$ cat config.mk
export PLATFORM = sky130hd
export DESIGN_NAME = beep_and_melody_tone_sequencer_top
export DESIGN_NICKNAME = d
export VERILOG_FILES = /design/src/sv/bmts_pkg.sv /design/src/sv/beep_and_melody_tone_sequencer_top.sv
export SDC_FILE = /design/constraint.sdc
export NUM_CORES = 1
export LEC_CHECK = 0
export BUFFER_PORTS_ARGS = -buffer_cell sky130_fd_sc_hd__buf_2
export CAP_MARGIN = 20
export CORE_UTILIZATION = 47
export CTS_BUF_LIST = sky130_fd_sc_hd__clkbuf_2 sky130_fd_sc_hd__clkbuf_4 sky130_fd_sc_hd__clkbuf_8
export DETAILED_ROUTE_END_ITERATION = 7
export PLACE_DENSITY = 0.7
export SLEW_MARGIN = 20
export SYNTH_ARGS = -nofsm -noshare
export SYNTH_HDL_FRONTEND = slang
export SYNTH_SLANG_ARGS = --single-unit
$ cat constraint.sdc
create_clock -name clk -period 2.85 [get_ports clk]
set_clock_uncertainty 0.05 [all_clocks]
set_input_delay 0 -clock clk [delete_from_list [all_inputs] [get_ports clk]]
set_output_delay 0 -clock clk [all_outputs]
set_load 0.1 [all_outputs]
$ cat src/sv/bmts_pkg.sv
package bmts_pkg;

    localparam int MELODY_LENGTH = 35;
    localparam int ROM_NOTES     = 35;
    localparam int POS_W         = 6;

    typedef enum logic [1:0] {
        ACT_TICK   = 2'd0,
        ACT_BEEP   = 2'd1,
        ACT_MELODY = 2'd2,
        ACT_STOP   = 2'd3
    } action_t;

    typedef struct packed {
        action_t     action;
        logic [15:0] beep_frequency;
        logic [15:0] beep_duration_ms;
    } req_t;

    typedef struct packed {
        logic        tone_on;
        logic [15:0] tone_frequency;
        logic        receiver_paused;
        logic        busy_res;
    } res_t;

    typedef struct packed {
        logic [15:0] freq;
        logic [15:0] dur;
    } note_t;

    // melody table; positions past the stored notes read as a zero-length rest
    function automatic note_t note_rom(input logic [POS_W-1:0] idx);
        note_t n;
        case (idx)
            6'd0:  n = '{16'd196, 16'd260};
            6'd1:  n = '{16'd196, 16'd260};
            6'd2:  n = '{16'd233, 16'd170};
            6'd3:  n = '{16'd262, 16'd170};
            6'd4:  n = '{16'd196, 16'd260};
            6'd5:  n = '{16'd0,   16'd60};
            6'd6:  n = '{16'd196, 16'd260};
            6'd7:  n = '{16'd196, 16'd260};
            6'd8:  n = '{16'd349, 16'd170};
            6'd9:  n = '{16'd370, 16'd170};
            6'd10: n = '{16'd196, 16'd260};
            6'd11: n = '{16'd0,   16'd60};
            6'd12: n = '{16'd196, 16'd260};
            6'd13: n = '{16'd196, 16'd260};
            6'd14: n = '{16'd233, 16'd170};
            6'd15: n = '{16'd262, 16'd170};
            6'd16: n = '{16'd196, 16'd260};
            6'd17: n = '{16'd0,   16'd60};
            6'd18: n = '{16'd196, 16'd260};
            6'd19: n = '{16'd196, 16'd260};
            6'd20: n = '{16'd349, 16'd170};
            6'd21: n = '{16'd370, 16'd170};
            6'd22: n = '{16'd196, 16'd350};
            6'd23: n = '{16'd0,   16'd100};
            6'd24: n = '{16'd392, 16'd260};
            6'd25: n = '{16'd392, 16'd260};
            6'd26: n = '{16'd466, 16'd170};
            6'd27: n = '{16'd523, 16'd170};
            6'd28: n = '{16'd392, 16'd260};
            6'd29: n = '{16'd0,   16'd60};
            6'd30: n = '{16'd392, 16'd260};
            6'd31: n = '{16'd392, 16'd260};
            6'd32: n = '{16'd349, 16'd170};
            6'd33: n = '{16'd370, 16'd170};
            6'd34: n = '{16'd392, 16'd400};
            default: n = '{16'd0, 16'd0};
        endcase
        return n;
    endfunction

endpackage

$ cat src/sv/beep_and_melody_tone_sequencer_top.sv
// a request's result is registered and shown in the cycle after it is accepted
// throughput: one request per cycle; the state update and note table lookup
// sit in a single stage ahead of the result register
// a request is held off only while a result is waiting and stalled
// reset (rst_n low, asynchronous): idle, silent, receiver released, no result pending
module beep_and_melody_tone_sequencer_top (
    input  logic            clk,
    input  logic            rst_n,
    input  logic            req_valid,
    output logic            req_stall,
    input  bmts_pkg::req_t  req,
    output logic            res_valid,
    input  logic            res_stall,
    output bmts_pkg::res_t  res
);

    typedef enum logic [1:0] {
        MODE_IDLE,
        MODE_BEEP,
        MODE_MELODY
    } mode_t;

    mode_t                        mode_reg, mode_next;
    logic [bmts_pkg::POS_W-1:0]   pos_reg, pos_next;
    logic [15:0]                  remain_reg, remain_next;
    logic                         sounding_reg, sounding_next;
    logic [15:0]                  freq_reg, freq_next;
    logic                         pause_reg, pause_next;
    logic                         res_valid_reg;
    bmts_pkg::res_t               res_reg, res_next;

    logic                         accept;
    logic                         last_ms;
    logic [bmts_pkg::POS_W-1:0]   pos_inc;
    logic [bmts_pkg::POS_W-1:0]   note_idx;
    logic                         note_start;
    bmts_pkg::note_t              note;

    assign req_stall = res_valid_reg && res_stall;
    assign accept    = req_valid && !req_stall;
    assign res_valid = res_valid_reg;
    assign res       = res_reg;

    assign last_ms  = (remain_reg[15:1] == 15'd0);
    assign pos_inc  = pos_reg + 1'b1;
    assign note_idx = (req.action == bmts_pkg::ACT_MELODY) ? '0 : pos_inc;
    assign note     = bmts_pkg::note_rom(note_idx);

    always_comb
    begin
        mode_next     = mode_reg;
        pos_next      = pos_reg;
        remain_next   = remain_reg;
        sounding_next = sounding_reg;
        freq_next     = freq_reg;
        pause_next    = pause_reg;
        note_start    = 1'b0;
        case (req.action)
            bmts_pkg::ACT_BEEP:
            begin
                mode_next     = MODE_BEEP;
                pause_next    = 1'b1;
                sounding_next = 1'b1;
                freq_next     = req.beep_frequency;
                remain_next   = req.beep_duration_ms;
            end
            bmts_pkg::ACT_MELODY:
            begin
                mode_next  = MODE_MELODY;
                pos_next   = '0;
                note_start = 1'b1;
            end
            bmts_pkg::ACT_STOP:
            begin
                mode_next = MODE_IDLE;
            end
            default:
            begin
                case (mode_reg)
                    MODE_BEEP:
                    begin
                        if (last_ms)
                            mode_next = MODE_IDLE;
                        else
                            remain_next = remain_reg - 16'd1;
                    end
                    MODE_MELODY:
                    begin
                        if (last_ms)
                        begin
                            pos_next = pos_inc;
                            // wrap of the position counter also ends the melody
                            if (pos_inc == '0 ||
                                {1'b0, pos_inc} >= (bmts_pkg::POS_W+1)'(bmts_pkg::MELODY_LENGTH))
                                mode_next = MODE_IDLE;
                            else
                                note_start = 1'b1;
                        end
                        else
                        begin
                            remain_next = remain_reg - 16'd1;
                        end
                    end
                    default:
                    begin
                        mode_next = mode_reg;
                    end
                endcase
            end
        endcase

        if (note_start)
        begin
            pause_next    = 1'b1;
            sounding_next = (note.freq != 16'd0);
            freq_next     = note.freq;
            remain_next   = note.dur;
        end

        if (mode_next == MODE_IDLE)
        begin
            sounding_next = 1'b0;
            freq_next     = 16'd0;
            pause_next    = 1'b0;
            remain_next   = 16'd0;
        end

        res_next.tone_on         = sounding_next;
        res_next.tone_frequency  = sounding_next ? freq_next : 16'd0;
        res_next.receiver_paused = pause_next;
        res_next.busy_res        = (mode_next != MODE_IDLE);
    end

    always_ff @(posedge clk or negedge rst_n)
    begin
        if (!rst_n)
        begin
            mode_reg      <= MODE_IDLE;
            pos_reg       <= '0;
            remain_reg    <= 16'd0;
            sounding_reg  <= 1'b0;
            freq_reg      <= 16'd0;
            pause_reg     <= 1'b0;
            res_valid_reg <= 1'b0;
            res_reg       <= '0;
        end
        else
        begin
            if (accept)
            begin
                mode_reg      <= mode_next;
                pos_reg       <= pos_next;
                remain_reg    <= remain_next;
                sounding_reg  <= sounding_next;
                freq_reg      <= freq_next;
                pause_reg     <= pause_next;
                res_reg       <= res_next;
                res_valid_reg <= 1'b1;
            end
            else if (!res_stall)
            begin
                res_valid_reg <= 1'b0;
            end
        end
    end

`ifndef NO_ASSERTIONS
    a_tone_needs_pause: assert property (@(posedge clk) disable iff (!rst_n)
        (res_valid && res.tone_on) |-> res.receiver_paused)
        else $error("tone sounding while receiver released");

    a_silent_freq_zero: assert property (@(posedge clk) disable iff (!rst_n)
        (res_valid && !res.tone_on) |-> (res.tone_frequency == 16'd0))
        else $error("frequency shown while silent");

    a_pause_tracks_busy: assert property (@(posedge clk) disable iff (!rst_n)
        res_valid |-> (res.receiver_paused == res.busy_res))
        else $error("receiver pause out of step with mode");

    a_stop_goes_idle: assert property (@(posedge clk) disable iff (!rst_n)
        (req_valid && !req_stall && req.action == bmts_pkg::ACT_STOP)
        |=> (res_valid && !res.busy_res && !res.tone_on))
        else $error("stop request did not go idle");

    a_pos_in_range: assert property (@(posedge clk) disable iff (!rst_n)
        (mode_reg == MODE_MELODY)
        |-> ({1'b0, pos_reg} < (bmts_pkg::POS_W+1)'(bmts_pkg::MELODY_LENGTH)))
        else $error("note position past melody end");
`endif

endmodule

==> metrics.log, run 1 <==
INFO  metric synth_enable_flop_cells = 0
INFO  metric placer_congestion = 1.03
INFO  metric overall_die_area = 9830 µm²
INFO  metric timing.setup.tns = 0 ns
INFO  metric final_cells = 800
INFO  metric timing.reg2reg.setup_slack = 0.08 ns
INFO  metric worstSetupStartpoint = pos_reg[1]
INFO  metric detail_route.drc_violations = 0
INFO  metric antenna_violations_before_repair = 0
INFO  metric die-height = 99.1 µm
INFO  metric critical_path_start_type = register
INFO  metric report.final.setup_viol = 0
INFO  metric status = finished clean
INFO  metric met3WireLength = 963 µm
INFO  metric globalRouteTotalUtil = 31.0%
INFO  metric total_power = 0.00629 W
INFO  metric first_pass_iters = 5
INFO  metric place.port_buffers = 58
INFO  metric drt_wl_total = 15.0 mm
INFO  metric finish.utilization = 64.6%
INFO  metric timing.critical_path.required = 3.10 ns
INFO  metric timing_max_transition_violations_final = 0
INFO  metric clock_pin_slew_on_the_worst_setup_and_hold_paths = 0.08 ns
INFO  metric timing.max_cap.violations = 0
INFO  metric mean_number_of_vias_per_cell = 6.22
INFO  metric criticalPathCategory = register to register
INFO  metric detail_route.wirelength.met1 = 6.43 mm
INFO  metric final.min_clock_period = 2.77 ns
INFO  metric cts_made_buffers = 9
INFO  metric grt_start_max_net_pins = 37
INFO  metric coreArea = 9200 µm²
INFO  metric detail_route.iter0.violations = 319
INFO  metric highest_layer = met4
INFO  metric largest_register_ffs = 19
INFO  metric synth-async-reset-ratio = 100%
INFO  metric clock_sink_count = 60
INFO  metric fillerInstances = 779
INFO  metric die_w = 99.1 µm
INFO  metric initial_utilization = 48.2%
INFO  metric rr_worst_depth = 11
INFO  metric ant_nets = 0
INFO  metric hold_viol_final = 0
INFO  metric synth_seq_cells = 60
INFO  metric layout.nets = 733
INFO  metric syn_to_final_growth = 33.9%
INFO  metric tightest_slew = 0.711 ns
INFO  metric power.static_leakage = 2.67 nW
INFO  metric critical_path.max_fanout = 5
INFO  metric met2_length = 7.38 mm
INFO  metric clock_tree.htree_level_count = 3
INFO  metric detail_route.wl_per_cell = 18.8 µm
INFO  metric clock_latency = 0.36 ns
INFO  metric ys_dominant_reg_cell = sky130_fd_sc_hd__dfrtp_1
INFO  metric hpwl = 11.0 mm
INFO  metric grt_first_pass_wirelength = 23.9 mm
INFO  metric vdd_ir_drop_max = 0.561 mV
INFO  metric multi_input_area = 2920 µm²
INFO  metric post-synth-top-count-cell = sky130_fd_sc_hd__nand2_1
INFO  metric max_slew_margin = 52.5%
INFO  metric syn_avg_cell_area = 8.05 µm²
INFO  metric ioPinCount = 59
INFO  metric library_cell_occupying_the_most_area_in_the_post_synthesis_netlist = sky130_fd_sc_hd__dfrtp_1
INFO  metric overflow_left_after_global_routing = 0
INFO  metric syn-num-nets = 600
INFO  metric cts_tree = done
INFO  metric pre_cts_slack = 0.0203 ns
INFO  metric synth_area_leaders = sky130_fd_sc_hd__dfrtp_1 (34%), sky130_fd_sc_hd__nand2_1 (6.5%), sky130_fd_sc_hd__a22o_1 (4.3%)
INFO  metric netlist-cell-type-count = 70
INFO  metric min-delay-path-class = primary input to register
INFO  metric clk_path_buf_depth = 2
INFO  metric crit-reg2reg-capture = res[6]
INFO  metric unrepaired_setup_endpoints_after_global_routing = yes
INFO  metric power_per_cell_area = 1060 nW/µm²
INFO  metric cts_root_buf = sky130_fd_sc_hd__clkbuf_8
INFO  metric dp.cells = 758
INFO  metric syn-instance-count = 551
INFO  metric worst_setup_path_end_kind = register
INFO  metric ff_latch_area = 1510 µm²
INFO  metric ys.warnings.count = 0
INFO  metric fmax = 362 MHz
INFO  metric std_cell_rows = 35
INFO  metric grt_pass1_vias = 4731
INFO  metric yosys-top-cells-count = sky130_fd_sc_hd__nand2_1 (77), sky130_fd_sc_hd__dfrtp_1 (60), sky130_fd_sc_hd__nor2_1 (45)
INFO  metric netlist.area_leader.share = 33.9%
INFO  metric worstReg2RegStart = pos_reg[1]
INFO  metric insertedDiodeCount = 0
INFO  metric crit_arrival = 3.01 ns
INFO  metric post-route-worst-setup-slack = 0.0850 ns
INFO  metric crit_path_end = res[6]
INFO  metric fin_crit_sh = 97.0%
INFO  metric drive_above_1_share = 30.8%
INFO  metric via_count = 4972
INFO  metric yosysSeqAreaShare = 33.9%
INFO  metric syn-cell-area = 4440 µm²
-- power by group --
| part | leakage, nW | internal (W) | switching (W) |
|---|---|---|---|
| clock | 0.104 | 0.000409 | 0.000417 |
| combinational | 1.78 | 0.00167 | 0.00249 |
| sequential | 0.783 | 0.00107 | 0.000230 |
| total | 2.67 | 0.00316 | 0.00314 |
-- area by class of cell --
type                    instances  area share [%]
repair buffers                159            18.6
inverters                      17            1.14
multi-input cells             437            49.2
flip-flops and latches         60            25.3
clock inverters                 7            1.26
clock buffers                   9            2.09
well taps                     111            2.34
-- cell usage in the layout (no fill, tap or decap), types with 7 or more instances in the layout --
master,count
sky130_fd_sc_hd__a32o_1,9
sky130_fd_sc_hd__nor4_1,8
sky130_fd_sc_hd__o21ai_1,7
sky130_fd_sc_hd__clkbuf_8,9
sky130_fd_sc_hd__buf_2,58
sky130_fd_sc_hd__nor2_1,42
sky130_fd_sc_hd__inv_1,15
sky130_fd_sc_hd__a21oi_1,34
sky130_fd_sc_hd__dlygate4sd3_1,19
sky130_fd_sc_hd__nand3_1,11
sky130_fd_sc_hd__mux2i_1,7
sky130_fd_sc_hd__nand2b_1,7
sky130_fd_sc_hd__nor3_2,8
sky130_fd_sc_hd__o22ai_1,7
sky130_fd_sc_hd__o21ai_0,35
sky130_fd_sc_hd__a22o_1,22
sky130_fd_sc_hd__buf_4,79
sky130_fd_sc_hd__ha_1,8
sky130_fd_sc_hd__nor3_1,19
sky130_fd_sc_hd__xnor2_1,11
sky130_fd_sc_hd__nand2_1,75
sky130_fd_sc_hd__dfrtp_1,57
-- through the flow --
step / hold slack (ns) / cell area (µm²)
6_report: 0.0205 / 5940
5_1_grt: 0.0423 / 5940
4_1_cts: 0.00381 / 5680
3_5_place_dp: -0.0171 / 5280
3_3_place_gp: -0.0214 / 5280
2_1_floorplan: -0.346 / 4440
-- cells by family (layout without fill, tap and decap cells) --
| logic type | after synthesis | in the layout | share of synthesized area [%] |
|---|---|---|---|
| AND/OR/NAND/NOR | 215 | 215 | 23.4 |
| AO/OA/AOI/OAI | 184 | 184 | 28.5 |
| flip-flops | 60 | 60 | 33.9 |
| buffers and inverters | 54 | 192 | 4.99 |
| XOR/XNOR | 18 | 18 | 4.15 |
| adder cells (fa/ha/maj) | 11 | 11 | 3.10 |
| multiplexers | 9 | 9 | 2.09 |
-- timing repair --
item	in CTS	in global routing
hold buffers	19	0
setup endpoints to repair	1	40
cloned	0	0
endpoints found under the hold margin	83	0
pin swaps	0	20
setup buffers	0	7
resized for setup	2	49
-- worst min path at each step --
| stage | start | endpoint | cells past startpoint |
|---|---|---|---|
| floorplan | rst_n | freq_reg[0] | 0 |
| global placement | rst_n | remain_reg[13] | 2 |
| detailed placement | rst_n | remain_reg[13] | 2 |
| CTS | req[16] | res[2] | 4 |
| global route | req[16] | freq_reg[0] | 4 |
| finish | req[16] | res[2] | 4 |
-- routing by layer --
| metal | up-vias | GRT usage, % |
|---|---|---|
| met4 | 0 | 7.92 |
| met5 | - | 0 |
| met3 | 35 | 5.06 |
| met1 | 2413 | 39.9 |
| li1 | 2294 | - |
| met2 | 230 | 54.4 |
-- worst max-delay path: stages, from the launching register on --
cell and delay, ns:
sky130_fd_sc_hd__dfrtp_1 0.44, sky130_fd_sc_hd__ha_4 0.18, sky130_fd_sc_hd__buf_4 0.15, sky130_fd_sc_hd__nand3_1 0.20
sky130_fd_sc_hd__xnor2_2 0.31, sky130_fd_sc_hd__nand2_1 0.18, sky130_fd_sc_hd__buf_4 0.21, sky130_fd_sc_hd__nor2_1 0.27
sky130_fd_sc_hd__a22o_1 0.26, sky130_fd_sc_hd__nor2_1 0.08, sky130_fd_sc_hd__nor3_2 0.23, sky130_fd_sc_hd__a22o_1 0.16
Note: power is estimated with default switching activity, not from simulation.
==> run 2, diff against run 1 <==
--- a/config.mk
+++ b/config.mk
@@ -7,6 +7,7 @@
 export LEC_CHECK = 0
 export BUFFER_PORTS_ARGS = -buffer_cell sky130_fd_sc_hd__buf_2
 export CAP_MARGIN = 20
+export CORE_ASPECT_RATIO = 1.5
 export CORE_UTILIZATION = 47
 export CTS_BUF_LIST = sky130_fd_sc_hd__clkbuf_2 sky130_fd_sc_hd__clkbuf_4 sky130_fd_sc_hd__clkbuf_8
 export DETAILED_ROUTE_END_ITERATION = 7
==> run 2 against run 1 <==
Non-clock buffer count is 5 lower. Clock power is 3.9% lower. Maximum frequency fell by 0.35%. Largest power group unchanged. Sequential share of layout area up 0.52 points.
==> metrics.log, run 2 (synthesis gave the netlist of run 1 again) <==
INFO  metric status = finished clean (unchanged)
INFO  metric grt_start_max_net_pins = 39 (was 37)
INFO  metric power_switching = 0.00309 W (was 0.00314 W)
INFO  metric global_route.usage.met2 = 54.4% (about the same)
INFO  metric via_count = 4971 (was 4972)
INFO  metric min-delay-path-class = primary input to register (unchanged)
INFO  metric critical_path.max_fanout = 6 (was 5)
INFO  metric overall_die_area = 9840 µm² (was 9830 µm²)
INFO  metric critPathMostFrequentCell = sky130_fd_sc_hd__buf_4
INFO  metric clock_latency = 0.35 ns (was 0.36 ns)
INFO  metric sw_frac_of_total = 50.2% (was 49.8%)
INFO  metric syn_to_final_growth = 31.0% (was 33.9%)
INFO  metric clock_pin_slew_on_the_worst_setup_and_hold_paths = 0.08 ns (about the same)
INFO  metric timing.max_cap.violations = 0 (unchanged)
INFO  metric insertedDiodeCount = 0 (unchanged)
INFO  metric initial_utilization = 48.2% (about the same)
INFO  metric grt_first_pass_wirelength = 23.4 mm (was 23.9 mm)
INFO  metric detail_route.iter0.violations = 507 (was 319)
INFO  metric cts_root_buf = sky130_fd_sc_hd__clkbuf_8 (unchanged)
INFO  metric grt_pass1_vias = 4848 (was 4731)
INFO  metric post-route-worst-setup-slack = 0.0752 ns (was 0.0850 ns)
INFO  metric worst_setup_path_end_kind = register (unchanged)
INFO  metric met3_use_gr = 6.17% (was 5.06%)
INFO  metric hold_viol_final = 0 (unchanged)
INFO  metric fillerInstances = 814 (was 779)
INFO  metric ioPinCount = 59 (unchanged)
INFO  metric pre_cts_slack = -0.0313 ns (was 0.0203 ns)
INFO  metric clockPowerShare = 12.9% (was 13.1%)
INFO  metric timing.hold.ws = 0.0193 ns (was 0.0205 ns)
INFO  metric largest_register_ffs = 19 (unchanged)
INFO  metric timing.reg2reg.setup_slack = 0.08 ns (about the same)
INFO  metric hpwl = 11.3 mm (was 11.0 mm)
INFO  metric critical_path.max_stage_delay = 0.50 ns (was 0.44 ns)
INFO  metric critical_path_cell_sequence = nor4_4 -> and4_4 -> nand2_2 -> or4b_4 -> buf_4 -> buf_4 -> a21oi_2 -> buf_4 -> nand2_1 -> a32o_1 (was ha_4 -> buf_4 -> nand3_1 -> xnor2_2 -> nand2_1 -> buf_4 -> nor2_1 -> a22o_1 -> nor2_1 -> nor3_2 -> a22o_1)
INFO  metric crit_arrival = 2.97 ns (was 3.01 ns)
INFO  metric criticalPathCategory = register to register (unchanged)
INFO  metric fin_crit_sh = 97.4% (was 97.0%)
INFO  metric use_met1 = 33.3% (was 39.9%)
INFO  metric multi_input_area = 2830 µm² (was 2920 µm²)
INFO  metric mean_number_of_vias_per_cell = 6.24 (was 6.22)
INFO  metric p_seq_share = 21.1% (was 20.7%)
INFO  metric coreArea = 9200 µm² (about the same)
INFO  metric ant_nets = 0 (unchanged)
INFO  metric max_slew_margin = 50.9% (was 52.5%)
INFO  metric fmax = 360 MHz (was 362 MHz)
INFO  metric dp.cells = 759 (was 758)
INFO  metric first_pass_iters = 5 (unchanged)
INFO  metric finish.instance_area = 5810 µm² (was 5940 µm²)
INFO  metric gr-max-usage-layer = met2 (unchanged)
INFO  metric final_cells = 796 (was 800)
INFO  metric clock_tree.htree_level_count = 3 (unchanged)
INFO  metric place.port_buffers = 58 (unchanged)
INFO  metric layout.nets = 728 (was 733)
INFO  metric layout_commonest_cell = sky130_fd_sc_hd__nand2_1 (was sky130_fd_sc_hd__buf_4)
INFO  metric power.static_leakage = 2.62 nW (was 2.67 nW)
INFO  metric die_w = 81.3 µm (was 99.1 µm)
INFO  metric antenna_violations_before_repair = 0 (unchanged)
INFO  metric drive_above_1_share = 28.1% (was 30.8%)
INFO  metric clock_sink_count = 60 (unchanged)
INFO  metric detail_route.wl_per_cell = 19.1 µm (was 18.8 µm)
INFO  metric tightest_slew = 0.731 ns (was 0.711 ns)
INFO  metric power_per_cell_area = 1060 nW/µm² (about the same)
INFO  metric drt_wl_total = 15.2 mm (was 15.0 mm)
INFO  metric timing.critical_path.required = 3.05 ns (was 3.10 ns)
INFO  metric unrepaired_setup_endpoints_after_global_routing = yes (unchanged)
INFO  metric clk_path_buf_depth = 2 (unchanged)
INFO  metric most-common-layout-cells = sky130_fd_sc_hd__nand2_1 (76), sky130_fd_sc_hd__buf_4 (75), sky130_fd_sc_hd__dfrtp_1 (59) (was sky130_fd_sc_hd__buf_4 (79), sky130_fd_sc_hd__nand2_1 (75), sky130_fd_sc_hd__buf_2 (58))
INFO  metric placement.cell_area = 5280 µm² (about the same)
INFO  metric report.final.setup_viol = 0 (unchanged)
INFO  metric critical-path-slowest-cell = sky130_fd_sc_hd__or4b_4 (was sky130_fd_sc_hd__dfrtp_1)
INFO  metric internal_power = 0.00306 W (was 0.00316 W)
INFO  metric detail_route.drc_violations = 0 (unchanged)
INFO  metric globalRouteTotalUtil = 31.4% (was 31.0%)
INFO  metric ff_latch_area = 1500 µm² (was 1510 µm²)
INFO  metric vdd_ir_drop_max = 0.589 mV (was 0.561 mV)
INFO  metric overflow_left_after_global_routing = 0 (unchanged)
INFO  metric cts_tree = done (unchanged)
INFO  metric placer_congestion = 1.04 (was 1.03)
INFO  metric die-height = 121 µm (was 99.1 µm)
INFO  metric critical_path_start_type = register (unchanged)
INFO  metric cts_made_buffers = 9 (unchanged)
INFO  metric std_cell_rows = 43 (was 35)
INFO  metric power_frac_comb = 66.0% (was 66.1%)
INFO  metric timing_max_transition_violations_final = 0 (unchanged)
INFO  metric final.min_clock_period = 2.77 ns (about the same)
## run 2: path summary, 6_finish.rpt
check,startpoint,end,cells after the start
hold / removal,req[1],remain_reg[1],4
setup reg to reg,remain_reg[14],res[2],10
setup / recovery,remain_reg[14],res[2],10
max in group asynchronous,rst_n,freq_reg[6],3
min in group asynchronous,rst_n,remain_reg[11],2
hold reg to reg,res[10],res[10],2
## run 2: worst max-delay path: cells and delay by family (launching register included)
kind,cells,cell delay [ns]
flip-flops,1,0.43
AND/OR/NAND/NOR,5,1.26
buffers and inverters,3,0.48
AO/OA/AOI/OAI,2,0.44
## run 2: area by class of cell
cell class / instances / share of cell area (%)
multi-input combinational: 437 / 48.7
tap: 112 / 2.41
clock buffer: 9 / 2.13
inverter: 17 / 1.16
timing repair buffer: 154 / 18.5
sequential: 60 / 25.9
clock inverter: 7 / 1.29
## run 2: power by group through the flow
stage | registers, W | logic [W] | clock network [W]
2_1_floorplan | 0.00158 | 0.00222 | 0
3_3_place_gp | 0.00127 | 0.00372 | 0
3_5_place_dp | 0.00128 | 0.00376 | 0
4_1_cts | 0.00127 | 0.00381 | 0.000801
5_1_grt | 0.00132 | 0.00435 | 0.000834
6_report | 0.00130 | 0.00407 | 0.000794
## run 2: repair_timing
item                                    in CTS  in global routing
buffers inserted                             0                  4
pin swaps                                    0                  7
hold endpoints to repair                    43                  0
endpoints found under the setup margin       8                 36
gates resized for setup                      3                 27
hold buffers                                17                  0
## run 2: layer usage
layer	up-vias	wire length (µm)
li1	2296	-
met1	2384	5690
met2	226	7980
met3	65	792
met4	0	757
met5	-	0
## run 2: through the flow
step	setup TNS (ns)	total power, W	util (%)
detailed placement	-0.129	0.00504	57.4
global route	-0.195	0.00650	63.2
CTS	0	0.00588	61.5
floorplan	0	0.00380	-
global placement	0	0.00499	57.4
finish	0	0.00616	63.2
